--- config.mk ---
export PLATFORM = sky130hd
export DESIGN_NAME = sha2_message_padder_unit
export DESIGN_NICKNAME = d
export VERILOG_FILES = /design/src/hw/rtl/sha2mp_pkg.sv /design/src/hw/rtl/sha2_message_padder_unit.sv /design/src/hw/rtl/sha2mp_buf.sv /design/src/hw/rtl/sha2mp_pad.sv /design/src/hw/rtl/sha2mp_seq.sv
export VERILOG_INCLUDE_DIRS = /design/src /design/src/hw/rtl
export SDC_FILE = /design/constraint.sdc
export NUM_CORES = 2
export LEC_CHECK = 0
export BUFFER_PORTS_ARGS = -buffer_cell sky130_fd_sc_hd__buf_2
export CAP_MARGIN = 25
export CORE_ASPECT_RATIO = 0.8
export CORE_MARGIN = 4
export CORE_UTILIZATION = 40
export DETAILED_ROUTE_END_ITERATION = 8
export MAX_ROUTING_LAYER = met4
export PLACE_DENSITY = 0.67
export SLEW_MARGIN = 20
export SYNTH_ARGS = -nofsm -noshare
export SYNTH_HDL_FRONTEND = slang
export SYNTH_SLANG_ARGS = --single-unit
export TNS_END_PERCENT = 50
--- constraint.sdc ---
create_clock -name clk -period 9.1 [get_ports clk]
set_input_delay 1.82 -clock clk [delete_from_list [all_inputs] [get_ports clk]]
set_output_delay 1.82 -clock clk [all_outputs]
set_load 0.01 [all_outputs]
--- src/hw/rtl/sha2_message_padder_unit_assert.svh ---
// Assertion macros shared by the SHA-2 message padder RTL.
// Each macro expects clk and rst_n in the scope where it is used.
`ifndef SHA2_MESSAGE_PADDER_UNIT_ASSERT_SVH
`define SHA2_MESSAGE_PADDER_UNIT_ASSERT_SVH

// Check that a condition never holds outside reset.
`define SHA2MP_ASSERT_NEVER(lbl, cond, msg) \
  lbl: assert property (@(posedge clk) disable iff (!rst_n) !(cond)) else $error(msg);

// Check that a consequence holds in the cycle after an antecedent.
`define SHA2MP_ASSERT_NEXT(lbl, ante, cons, msg) \
  lbl: assert property (@(posedge clk) disable iff (!rst_n) (ante) |=> (cons)) else $error(msg);

`endif

--- src/hw/rtl/sha2mp_pkg.sv ---
// Shared types and constants for the SHA-2 message padder.
// No dependencies; imported by the unit, pad and sequencer modules.
`timescale 1ns / 1ps

package sha2mp_pkg;

  localparam logic [7:0] PAD_BYTE    = 8'h80;
  localparam logic [7:0] SIZE_NARROW = 8'd64;
  localparam logic [7:0] SIZE_WIDE   = 8'd128;
  localparam logic [7:0] ROOM_NARROW = 8'd55;   // 64 - 8 - 1
  localparam logic [7:0] ROOM_WIDE   = 8'd111;  // 128 - 16 - 1
  localparam logic [3:0] LAST_WORD   = 4'hF;

  typedef enum logic [1:0] {
    MODE_SHA224,
    MODE_SHA256,
    MODE_SHA384,
    MODE_SHA512
  } hash_mode_t;

  // Content of one outgoing block
  typedef enum logic [2:0] {
    BLK_DATA_FULL,     // all stored bytes
    BLK_DATA_PAD,      // stored bytes, 0x80, zeros
    BLK_DATA_PAD_LEN,  // stored bytes, 0x80, zeros, length
    BLK_LEN_ONLY,      // zeros, length
    BLK_PAD_LEN        // 0x80, zeros, length
  } blk_kind_t;

  typedef enum logic [1:0] {
    SEQ_IDLE,
    SEQ_READ,
    SEQ_SEND
  } seq_state_t;

  typedef struct packed {
    logic       in_ready;
    logic       rd_en;
    logic       out_valid;
    logic [3:0] word;
    logic       blk_sel;
  } seq_ctl_t;

  function automatic logic kind_is_final(blk_kind_t kind);
    logic fin;
    unique case (kind)
      BLK_DATA_PAD_LEN, BLK_LEN_ONLY, BLK_PAD_LEN: fin = 1'b1;
      default:                                     fin = 1'b0;
    endcase
    return fin;
  endfunction

endpackage

--- src/hw/rtl/sha2_message_padder_unit.sv ---
// A byte that completes no block is taken while the sequencer idles, and it stays ready.
// A byte that fills a block, or the last byte, starts a run of 16 or 32 words; each word
// is read from the buffer (SEQ_READ) and then presented (SEQ_SEND), and the next read waits
// until the receiver takes the word. No byte is taken until the run ends.
// Reset clears the byte count, selects SHA-256 and idles the sequencer; the buffer is not
// cleared.
`timescale 1ns / 1ps

module sha2_message_padder_unit (
  input  logic        clk,
  input  logic        rst_n,
  // input stream
  input  logic        in_tvalid,
  output logic        in_tready,
  input  logic [7:0]  in_tdata,    // [7:0] data_byte
  input  logic        in_tlast,    // last_byte
  // result stream
  output logic        out_tvalid,
  input  logic        out_tready,
  output logic [63:0] out_tdata,   // [31:0] word_high, [63:32] word_low
  output logic        out_tlast,   // block_end
  output logic [1:0]  out_tuser,   // [0] final_block, [1] run_end
  // configuration
  input  logic        cfg_wr_en,
  input  logic [1:0]  cfg_wr_data  // hash_mode
);

  import sha2mp_pkg::*;

  `include "sha2_message_padder_unit_assert.svh"

  hash_mode_t hash_mode_r;
  logic [31:0] byte_cnt_r;
  blk_kind_t   kind0_r, kind1_r;
  logic        two_blk_r;
  logic        wide_r;
  logic [7:0]  fill_r;
  logic [31:0] bit_len_r;

  logic        wide_now;
  logic [6:0]  pos_now;
  logic [7:0]  fill_now;
  logic [7:0]  size_now;
  logic [7:0]  room_now;
  logic [31:0] cnt_inc;
  logic        in_acc;
  logic        out_acc;
  logic        emit_now;
  logic        two_now;
  blk_kind_t   k0_now, k1_now;
  blk_kind_t   kind_cur;
  seq_ctl_t    ctl;
  logic [4:0]  rd_addr_a;
  logic [4:0]  rd_addr_b;
  logic [31:0] rd_data_a;
  logic [31:0] rd_data_b;
  logic [31:0] word_high;
  logic [31:0] word_low;
  logic        block_end;
  logic        run_end;

  assign in_acc  = in_tvalid && in_tready;
  assign out_acc = out_tvalid && out_tready;

  // Place the byte by the current block size
  assign wide_now = hash_mode_r[1];
  assign pos_now  = wide_now ? byte_cnt_r[6:0] : {1'b0, byte_cnt_r[5:0]};
  assign fill_now = {1'b0, pos_now} + 8'd1;
  assign size_now = wide_now ? SIZE_WIDE : SIZE_NARROW;
  assign room_now = wide_now ? ROOM_WIDE : ROOM_NARROW;
  assign cnt_inc  = byte_cnt_r + 32'd1;

  // Plan the blocks this byte releases
  always_comb begin
    emit_now = 1'b0;
    two_now  = 1'b0;
    k0_now   = BLK_DATA_FULL;
    k1_now   = BLK_PAD_LEN;
    priority if (in_tlast && (fill_now <= room_now)) begin
      emit_now = 1'b1;
      k0_now   = BLK_DATA_PAD_LEN;
    end else if (in_tlast && (fill_now < size_now)) begin
      emit_now = 1'b1;
      two_now  = 1'b1;
      k0_now   = BLK_DATA_PAD;
      k1_now   = BLK_LEN_ONLY;
    end else if (in_tlast) begin
      emit_now = 1'b1;
      two_now  = 1'b1;
    end else if (fill_now == size_now) begin
      emit_now = 1'b1;
    end else begin
      emit_now = 1'b0;
    end
  end

  // Mode register
  always_ff @(posedge clk) begin
    if (!rst_n) begin
      hash_mode_r <= MODE_SHA256;
    end else if (cfg_wr_en) begin
      hash_mode_r <= hash_mode_t'(cfg_wr_data);
    end
  end

  // Byte count, cleared after the last byte
  always_ff @(posedge clk) begin
    if (!rst_n) begin
      byte_cnt_r <= 32'd0;
    end else if (in_acc) begin
      byte_cnt_r <= in_tlast ? 32'd0 : cnt_inc;
    end
  end

  // Hold the run plan while words go out
  always_ff @(posedge clk) begin
    if (in_acc) begin
      kind0_r   <= k0_now;
      kind1_r   <= k1_now;
      two_blk_r <= two_now;
      wide_r    <= wide_now;
      fill_r    <= fill_now;
      bit_len_r <= {cnt_inc[28:0], 3'b000};
    end
  end

  sha2mp_seq u_seq (
    .clk       (clk),
    .rst_n     (rst_n),
    .start     (in_acc && emit_now),
    .two_blk   (two_blk_r),
    .out_ready (out_tready),
    .ctl       (ctl)
  );

  assign rd_addr_a = wide_r ? {ctl.word, 1'b0} : {1'b0, ctl.word};
  assign rd_addr_b = wide_r ? {ctl.word, 1'b1} : {1'b0, ctl.word};

  sha2mp_buf u_buf (
    .clk       (clk),
    .wr_en     (in_acc),
    .wr_addr   (pos_now),
    .wr_data   (in_tdata),
    .rd_en     (ctl.rd_en),
    .rd_addr_a (rd_addr_a),
    .rd_addr_b (rd_addr_b),
    .rd_data_a (rd_data_a),
    .rd_data_b (rd_data_b)
  );

  assign kind_cur = ctl.blk_sel ? kind1_r : kind0_r;

  sha2mp_pad u_pad (
    .wide      (wide_r),
    .kind      (kind_cur),
    .word      (ctl.word),
    .fill      (fill_r),
    .bit_len   (bit_len_r),
    .rd_data_a (rd_data_a),
    .rd_data_b (rd_data_b),
    .word_high (word_high),
    .word_low  (word_low)
  );

  // Drive the result beat
  assign block_end  = (ctl.word == LAST_WORD);
  assign run_end    = block_end && (ctl.blk_sel || !two_blk_r);
  assign in_tready  = ctl.in_ready;
  assign out_tvalid = ctl.out_valid;
  assign out_tdata  = {word_low, word_high};
  assign out_tlast  = block_end;
  assign out_tuser  = {run_end, kind_is_final(kind_cur)};

  `SHA2MP_ASSERT_NEVER(a_no_overlap, in_tready && out_tvalid, "input taken during a run")
  `SHA2MP_ASSERT_NEXT(a_read_then_send, ctl.rd_en, out_tvalid, "read not followed by beat")
  `SHA2MP_ASSERT_NEXT(a_last_clears, in_acc && in_tlast, byte_cnt_r == 32'd0, "count kept")
  `SHA2MP_ASSERT_NEXT(a_run_end_idle, out_acc && run_end, in_tready, "no idle after run")

endmodule

--- src/hw/rtl/sha2mp_buf.sv ---
// Block byte buffer: 32 x 32-bit memory, byte-lane writes, two registered read ports.
// Depends on nothing but the clock.
`timescale 1ns / 1ps

module sha2mp_buf (
  input  logic        clk,
  input  logic        wr_en,
  input  logic [6:0]  wr_addr,    // byte position within the block
  input  logic [7:0]  wr_data,
  input  logic        rd_en,
  input  logic [4:0]  rd_addr_a,
  input  logic [4:0]  rd_addr_b,
  output logic [31:0] rd_data_a,
  output logic [31:0] rd_data_b
);

  logic [31:0] mem_r [32];
  logic [31:0] rd_a_r;
  logic [31:0] rd_b_r;

  // Write one byte lane of one word
  always_ff @(posedge clk) begin
    if (wr_en) begin
      for (int l = 0; l < 4; l++) begin
        if (wr_addr[1:0] == 2'(l)) begin
          mem_r[wr_addr[6:2]][8*l +: 8] <= wr_data;
        end
      end
    end
  end

  // Read two words, registered
  always_ff @(posedge clk) begin
    if (rd_en) begin
      rd_a_r <= mem_r[rd_addr_a];
      rd_b_r <= mem_r[rd_addr_b];
    end
  end

  assign rd_data_a = rd_a_r;
  assign rd_data_b = rd_b_r;

endmodule

--- src/hw/rtl/sha2mp_pad.sv ---
// Padding unit: builds one output word from buffer data, the 0x80 marker and the length.
// Depends on sha2mp_pkg; reused for every word of every block.
`timescale 1ns / 1ps

module sha2mp_pad (
  input  logic                  wide,
  input  sha2mp_pkg::blk_kind_t kind,
  input  logic [3:0]            word,
  input  logic [7:0]            fill,       // bytes of data in the block
  input  logic [31:0]           bit_len,
  input  logic [31:0]           rd_data_a,
  input  logic [31:0]           rd_data_b,
  output logic [31:0]           word_high,
  output logic [31:0]           word_low
);

  import sha2mp_pkg::*;

  logic [7:0]       lim;
  logic             pad_en;
  logic [6:0]       pad_pos;
  logic             len_en;
  logic [63:0]      src_all;
  logic [63:0]      len_all;
  logic [6:0]       pos_s;
  logic [7:0][7:0]  bytes_v;

  // Decode the block kind
  always_comb begin
    lim     = 8'd0;
    pad_en  = 1'b0;
    pad_pos = 7'd0;
    len_en  = 1'b0;
    unique case (kind)
      BLK_DATA_FULL: begin
        lim = SIZE_WIDE;
      end
      BLK_DATA_PAD: begin
        lim     = fill;
        pad_en  = 1'b1;
        pad_pos = fill[6:0];
      end
      BLK_DATA_PAD_LEN: begin
        lim     = fill;
        pad_en  = 1'b1;
        pad_pos = fill[6:0];
        len_en  = 1'b1;
      end
      BLK_LEN_ONLY: begin
        len_en = 1'b1;
      end
      BLK_PAD_LEN: begin
        pad_en = 1'b1;
        len_en = 1'b1;
      end
      default: begin
        lim = 8'd0;
      end
    endcase
  end

  // Length sits big-endian in the last four bytes: lane 0 of the low half takes bits 31:24
  assign len_all = {bit_len[7:0], bit_len[15:8], bit_len[23:16], bit_len[31:24], 32'd0};
  assign src_all = {rd_data_b, rd_data_a};

  // Pick each byte slot: length, then marker, then data, else zero
  always_comb begin
    pos_s   = 7'd0;
    bytes_v = '0;
    for (int s = 0; s < 8; s++) begin
      if (wide) begin
        pos_s = {word, 3'(s)};
      end else begin
        pos_s = {1'b0, word, 2'(s)};
      end
      if (len_en && (word == LAST_WORD) && (s >= 4)) begin
        bytes_v[s] = len_all[8*s +: 8];
      end else if (pad_en && (pos_s == pad_pos)) begin
        bytes_v[s] = PAD_BYTE;
      end else if ({1'b0, pos_s} < lim) begin
        bytes_v[s] = src_all[8*s +: 8];
      end else begin
        bytes_v[s] = 8'd0;
      end
    end
  end

  assign word_high = wide ? bytes_v[3:0] : 32'd0;
  assign word_low  = bytes_v[7:4];

endmodule

--- src/hw/rtl/sha2mp_seq.sv ---
// Word sequencer: steps 16 words per block, one or two blocks per run.
// Depends on sha2mp_pkg.
`timescale 1ns / 1ps

module sha2mp_seq (
  input  logic                 clk,
  input  logic                 rst_n,
  input  logic                 start,
  input  logic                 two_blk,
  input  logic                 out_ready,
  output sha2mp_pkg::seq_ctl_t ctl
);

  import sha2mp_pkg::*;

  seq_state_t state_r, state_nxt;
  logic [3:0] word_r, word_nxt;
  logic       blk_r, blk_nxt;
  logic       run_done;

  assign run_done = (word_r == LAST_WORD) && (blk_r || !two_blk);

  // Next state
  always_comb begin
    state_nxt = state_r;
    unique case (state_r)
      SEQ_IDLE: begin
        if (start) state_nxt = SEQ_READ;
      end
      SEQ_READ: begin
        state_nxt = SEQ_SEND;
      end
      SEQ_SEND: begin
        if (out_ready) state_nxt = run_done ? SEQ_IDLE : SEQ_READ;
      end
      default: begin
        state_nxt = SEQ_IDLE;
      end
    endcase
  end

  // Advance word and block counters
  always_comb begin
    word_nxt = word_r;
    blk_nxt  = blk_r;
    if ((state_r == SEQ_IDLE) && start) begin
      word_nxt = 4'd0;
      blk_nxt  = 1'b0;
    end else if ((state_r == SEQ_SEND) && out_ready) begin
      word_nxt = word_r + 4'd1;
      if (word_r == LAST_WORD) blk_nxt = 1'b1;
    end
  end

  always_ff @(posedge clk) begin
    if (!rst_n) begin
      state_r <= SEQ_IDLE;
      word_r  <= 4'd0;
      blk_r   <= 1'b0;
    end else begin
      state_r <= state_nxt;
      word_r  <= word_nxt;
      blk_r   <= blk_nxt;
    end
  end

  // Outputs
  always_comb begin
    ctl.in_ready  = (state_r == SEQ_IDLE);
    ctl.rd_en     = (state_r == SEQ_READ);
    ctl.out_valid = (state_r == SEQ_SEND);
    ctl.word      = word_r;
    ctl.blk_sel   = blk_r;
  end

endmodule

## Yosys cells after proc, flatten, opt, wreduce, memory -nomap -nowiden

Memory sizes are Yosys's and may differ from the RTL's. A register that Yosys moved wholly into a read port is not among the register bits.
Index checks and enable logic that the tools add are counted.

- Memories: 1
- Register bits after elaboration: 86
- Input bits: 16
- RAM bits: 1024

- Bitwise gates (word level): 1
- $lt $le $gt $ge: 10
- Add/sub/neg operators: 3
- Equal/unequal tests: 21
- Multiplexer cells: 64
- Reduce and logical (&&, ||, !) cells: 27

Memories:

| name | depth | bits a word | read ports | clocked after memory_dff | write ports | RTL line | RTL |
|---|---|---|---|---|---|---|---|
| u_buf.mem_r | 32 | 32 | 2 | 2 | 1 | sha2mp_buf.sv:17 | `logic [31:0] mem_r [32];` |

Operators with widths:

| operator | count |
|---|---|
| 8-bit 2-to-1 mux | 21 |
| 7-bit 2-to-1 mux | 11 |
| 7-bit by 8-bit less-than comparator with 1-bit output | 8 |
| 32-bit 2-to-1 mux | 2 |
| 7-bit == test | 8 |
| 32-bit by 1-bit adder with 32-bit output, second input constant | 1 |
| 1-bit 2-to-1 mux | 22 |
| 1-bit logical AND | 16 |
| 8-bit case mux with 2 select lines | 1 |
| 5-bit 2-to-1 mux | 2 |
| 7-bit by 1-bit adder with 8-bit output, second input constant | 1 |
| 8-bit == test | 1 |
| 8-bit by 7-bit less-or-equal comparator with 1-bit output | 1 |
| 8-bit less-than comparator | 1 |
| 2-bit == test, second input constant | 3 |
| 3-bit by 2-bit == test with 1-bit output, second input constant | 2 |
| 3-bit 2-to-1 mux | 2 |
| 2-bit case mux with 3 select lines | 1 |
| 3-bit OR reduction | 2 |
| 4-bit by 1-bit adder with 4-bit output, second input constant | 1 |
| 2-bit by 1-bit == test with 1-bit output, second input constant | 2 |
| 4-bit == test, second input constant | 1 |
| 2-bit zero test | 2 |
| 2-bit 2-to-1 mux | 2 |
| 9 further kinds | 12 |

## Longest topological paths before layout

- Word-level depth: 10
- Mapped depth: 15
- Depth with buffers taken out: 10

## Hierarchy

From an unflattened synthesis, not the netlist that was laid out.

- Cell total of the unflattened synthesis: 4181
- Area, all modules: 56481.7 µm²

By module, submodules not included:

| module | cells each | instances | area each (µm²) |
|---|---|---|---|
| sha2mp_buf | 3597 | 1 | 51267.9 |
| sha2_message_padder_unit | 372 | 1 | 3582.2 |
| sha2mp_pad | 176 | 1 | 1287.5 |
| sha2mp_seq | 36 | 1 | 344.1 |

## Least setup slack after synthesis

OpenSTA, ideal clock, no wires.

- Path type: reg-to-output
- Start point: register wide_r
- End point: output out_tdata[10]
- Arrival time: 3.236 ns
- Setup slack: 4.044 ns
- Cell stages (with the launch flop): 16
- Data required time: 7.280 ns
- Buffers on the path: 6
- Cell sequence: edfxtp_1 > buf_6 > buf_6 > buf_4 > nand2_2 > clkinv_1 > buf_2 > clkbuf_1 > ha_1 > and3_1 > clkbuf_1 > a221oi_1 > a21boi_0 > o21ai_0 > a21oi_1 > and2_1

- Word-level cells in the longest chain between the ends: 5
- Elaborated cells on any way between the ends: 7

Ends and longest elaborated chain:

| what | RTL line | RTL |
|---|---|---|
| from (decl) | sha2_message_padder_unit.sv:36 | `logic wide_r;` |
| from (signal assigned) | sha2_message_padder_unit.sv:121 | `wide_r <= wide_now;` |
| 7-bit 2-to-1 mux | sha2mp_pad.sv:71 | `if (wide) begin` |
| 7-bit by 8-bit less-than comparator with 1-bit output or 7-bit == test (tied branches) | sha2mp_pad.sv:80, sha2mp_pad.sv:78 |  |
| 8-bit 2-to-1 mux or 1-bit logical AND (tied branches) | sha2mp_pad.sv:80, sha2mp_pad.sv:78 |  |
| 8-bit 2-to-1 mux | sha2mp_pad.sv:78 | `end else if (pad_en && (pos_s == pad_pos)) begin` |
| 32-bit 2-to-1 mux (*) | sha2mp_pad.sv:88 | `assign word_high = wide ? bytes_v[3:0] : 32'd0;` |
| to (decl) | sha2_message_padder_unit.sv:20 | `output logic [63:0] out_tdata,` |

Mark *: on every way between the ends. The rest lies on a longest branch, timed or not.

## Worst setup path in the final report

- Start point: register wide_r
- End point: output out_tdata[2]

Same word-level chain as after synthesis.

==> metrics <==
Most Crowded Layer GR met1; total number of vias 46600; vias per inst 6.92; Initial Util 40.2%; Site Rows 124; final net count 4788; CTS Buf Count 108; share of cells above drive strength 1 10.4%; fraction of registers with async set/reset 0%; ys flop type edfxtp_1; Tcrit/Tclk final about four fifths; Worst-Skew Late Latency 750 ps; Yosys top cell area share between 50% and 60%; RSZ-0062 raised after global routing false; post-route cell area 62800 sq um; hold_sp byte_cnt_r[28]; initial antenna violation count 10; Syn Area/Cell 11.8 sq um; maxcap violations 0; Max Buffers Root-to-Sink 3; endpoints failing setup 0; count of input and output buffers 83; M2 GR Usage 38.4%; Synth warnings 0; post-synth top area cell edfxtp_1; Mapped Cells slightly below 5000; Reg clk slew, reported paths 70 ps; synth unique cells between 80 and 90; TritonCTS clock tree done; Post-synth EDFFs 1124; Remaining DRCs 0; fmax 141 MHz; worst path bufs/invs 3; Synth area leaders edfxtp_1 (59%), mux2i_1 (4.0%), o221ai_1 (3.7%); Synth Register Bits 1161; Max VDD drop approximately 0.14 mV; placed cell count roughly 6500; Seq/Total Area, Yosys 60.1%; total power between 0.01 and 0.015 W; post_cts resized 0; core area 143000 sq um; Area Growth Syn to Fin 9.37%; worst flop-to-flop path startpoint wide_r; clock sink total 1161; Max-Slew Margin vs Limit 20.5%; top cells by instance count after synthesis edfxtp_1 (1124), nand2_1 (563), o21ai_0 (378); largest net degree at the start of global routing 160; mean routed wirelength per cell about 33 um; CP Depth 12; CP cell instances buf_4 > nand2b_1 > and2_1 > inv_1 > ha_1 > a21o_1 > a221oi_1 > o21a_1 > o21ai_0 > a21oi_1 > and2_1 > buf_2; overall routed net length 221000 um; Final Hold Viols 0; I/O pin cnt 85; placed cell areas 59200 sq um; Worst Setup End Kind primary output; delay-heaviest family, CP compound AO/OA/AOI/OAI gates; vias in the first global route roughly 43000; Die Height between 300 and 400 um; minimum clock period 7100 ps; Total GRT Usage around 29%; Pre-antenna DRT Iters 7; Slew @ Worst Pin 1180 ps; pwr/cell area 179 nW/um^2; global route overflow 0; Placement Setup Slack around 3000 ps; global-route wire length before repair about 310000 um; hold buffers post-CTS 0; GPL Wtd Cong 0.971; full die area roughly 150000 sq um; Final Non-Filler Cells 6742; crit path max fanout 42; setup bufs post-CTS 0; Slew Limit Fails 0; die width around 430 um; Worst Path Arrival between 5000 and 6000 ps; Syn Nets 4916; root buffer cell clkbuf_16; Worst Reg-to-Reg Cells 9; Post-DRT Antenna Nets 0; hpwl dp about 140000 um; max incr delay on CP 640 ps; M3 GR Usage 11.5%; Cell Area, Synth 57400 sq um; Reg2Reg Setup Slack 3240 ps; Crit Reg-Reg Endpoint u_buf.rd_data_b[28]; setup slack after layout 2000 ps; # H-tree levels 3; most frequent cell after synthesis edfxtp_1; CP endpoint out_tdata[2]; status finished clean; CP max stage cell a21oi_1; setup TNS 0 ps; Crit path top cell by count and2_1; Hold Crit Class reg -> reg; Critical Path RT roughly 7300 ps; GR Layer Usage met1 38.8%; CP Class reg -> out; 1st-iter DRT viols 9520; Critical Path Source wide_r; Worst setup SP type register; Clock Skew 28.0 ps; Leakage 19.8 nW
[per-layer routing]
| metal | wire length (um) | share of wire [%] |
|---|---|---|
| met5 | 0 | 0 |
| met2 | 88400 | 40 |
| met3 | 38000 | 17 |
| met1 | 81900 | 37 |
| met4 | 12900 | 5.8 |
[how the worst min path moves through the flow]
| stage | end | slack (ps) | cells past startpoint |
|---|---|---|---|
| after floorplan | byte_cnt_r[28] | 470 | 2 |
| after global placement | byte_cnt_r[28] | 490 | 2 |
| after detailed placement | byte_cnt_r[28] | 500 | 2 |
| after CTS | byte_cnt_r[28] | 510 | 2 |
| after global routing | byte_cnt_r[27] | 540 | 1 |
| final | byte_cnt_r[28] | 510 | 2 |
[power by group]
group          internal [W]  switching, W  total (W)
clock               0.00256       0.00208    0.00464
sequential          0.00589     0.0000218    0.00591
combinational      0.000185      0.000498   0.000683
total               0.00863       0.00260     0.0112
[layout by cell type, fill, tap and decap left out, types with 40 or more instances in the layout]
cell       count
a211oi_1      75
a21oi_1      272
a22oi_1       65
a31oi_1       61
and2_1        45
and3_1        40
buf_2         75
buf_4        130
clkbuf_16    110
edfxtp_1    1124
inv_1         61
mux2_2        44
mux2i_1      228
nand2_1      562
nand3_1      204
nor2_1       224
o211ai_1      59
o21a_1        50
o21ai_0      378
o221ai_1     243
o22ai_1       68
[state kept, by name, summed over array words and instances, names as in the netlist]
| name | cells |
|---|---|
| kind0_r | 1 |
| u_buf.rd_data_b | 32 |
| bit_len_r | 23 |
| u_seq.state_r | 2 |
| two_blk_r | 1 |
| byte_cnt_r | 29 |
| u_buf.mem_r | 1024 |
| u_seq.word_r | 4 |
| hash_mode_r | 1 |
| kind1_r | 2 |
| wide_r | 1 |
| u_buf.rd_data_a | 32 |
| u_seq.blk_r | 1 |
| fill_r | 8 |
[final cells by class]
type,count,area (sq um)
timing repair buffer,213,1490
sequential,1161,34500
tap,1890,2360
clock buffer,134,2850
multi-input combinational,3194,20600
clock inverter,63,633
fill,12900,79900
antenna,16,40.0
inverter,71,295
[worst min-delay path, delay by kind of cell, from the launching register on]
kind	cells	cell delay [ps]
flops	1	340
compound gates	1	60
simple gates	1	60
[logic make-up (layout without fill, tap and decap cells)]
family | count (synthesis) | in the layout | share of synthesized area, %
xor gates and xnor gates | 34 | 34 | 0.519
and+or+nand+nor | 1267 | 1267 | 10.0
AOI/OAI and AO/OA | 1564 | 1564 | 18.5
muxes | 305 | 305 | 6.09
adders and majority gates | 24 | 24 | 0.519
DFF | 1161 | 1161 | 60.1
buffers and inverters | 522 | 481 | 4.28
other | 0 | 16 | 0
[metrics by stage]
stage / hold slack [ps] / util, %
after floorplan: 471 / -
after global placement: 491 / 41.4
after detailed placement: 500 / 41.4
after CTS: 509 / 43.9
after global routing: 542 / 44.0
final: 507 / 44.0
(Power assumes the default switching activity.)
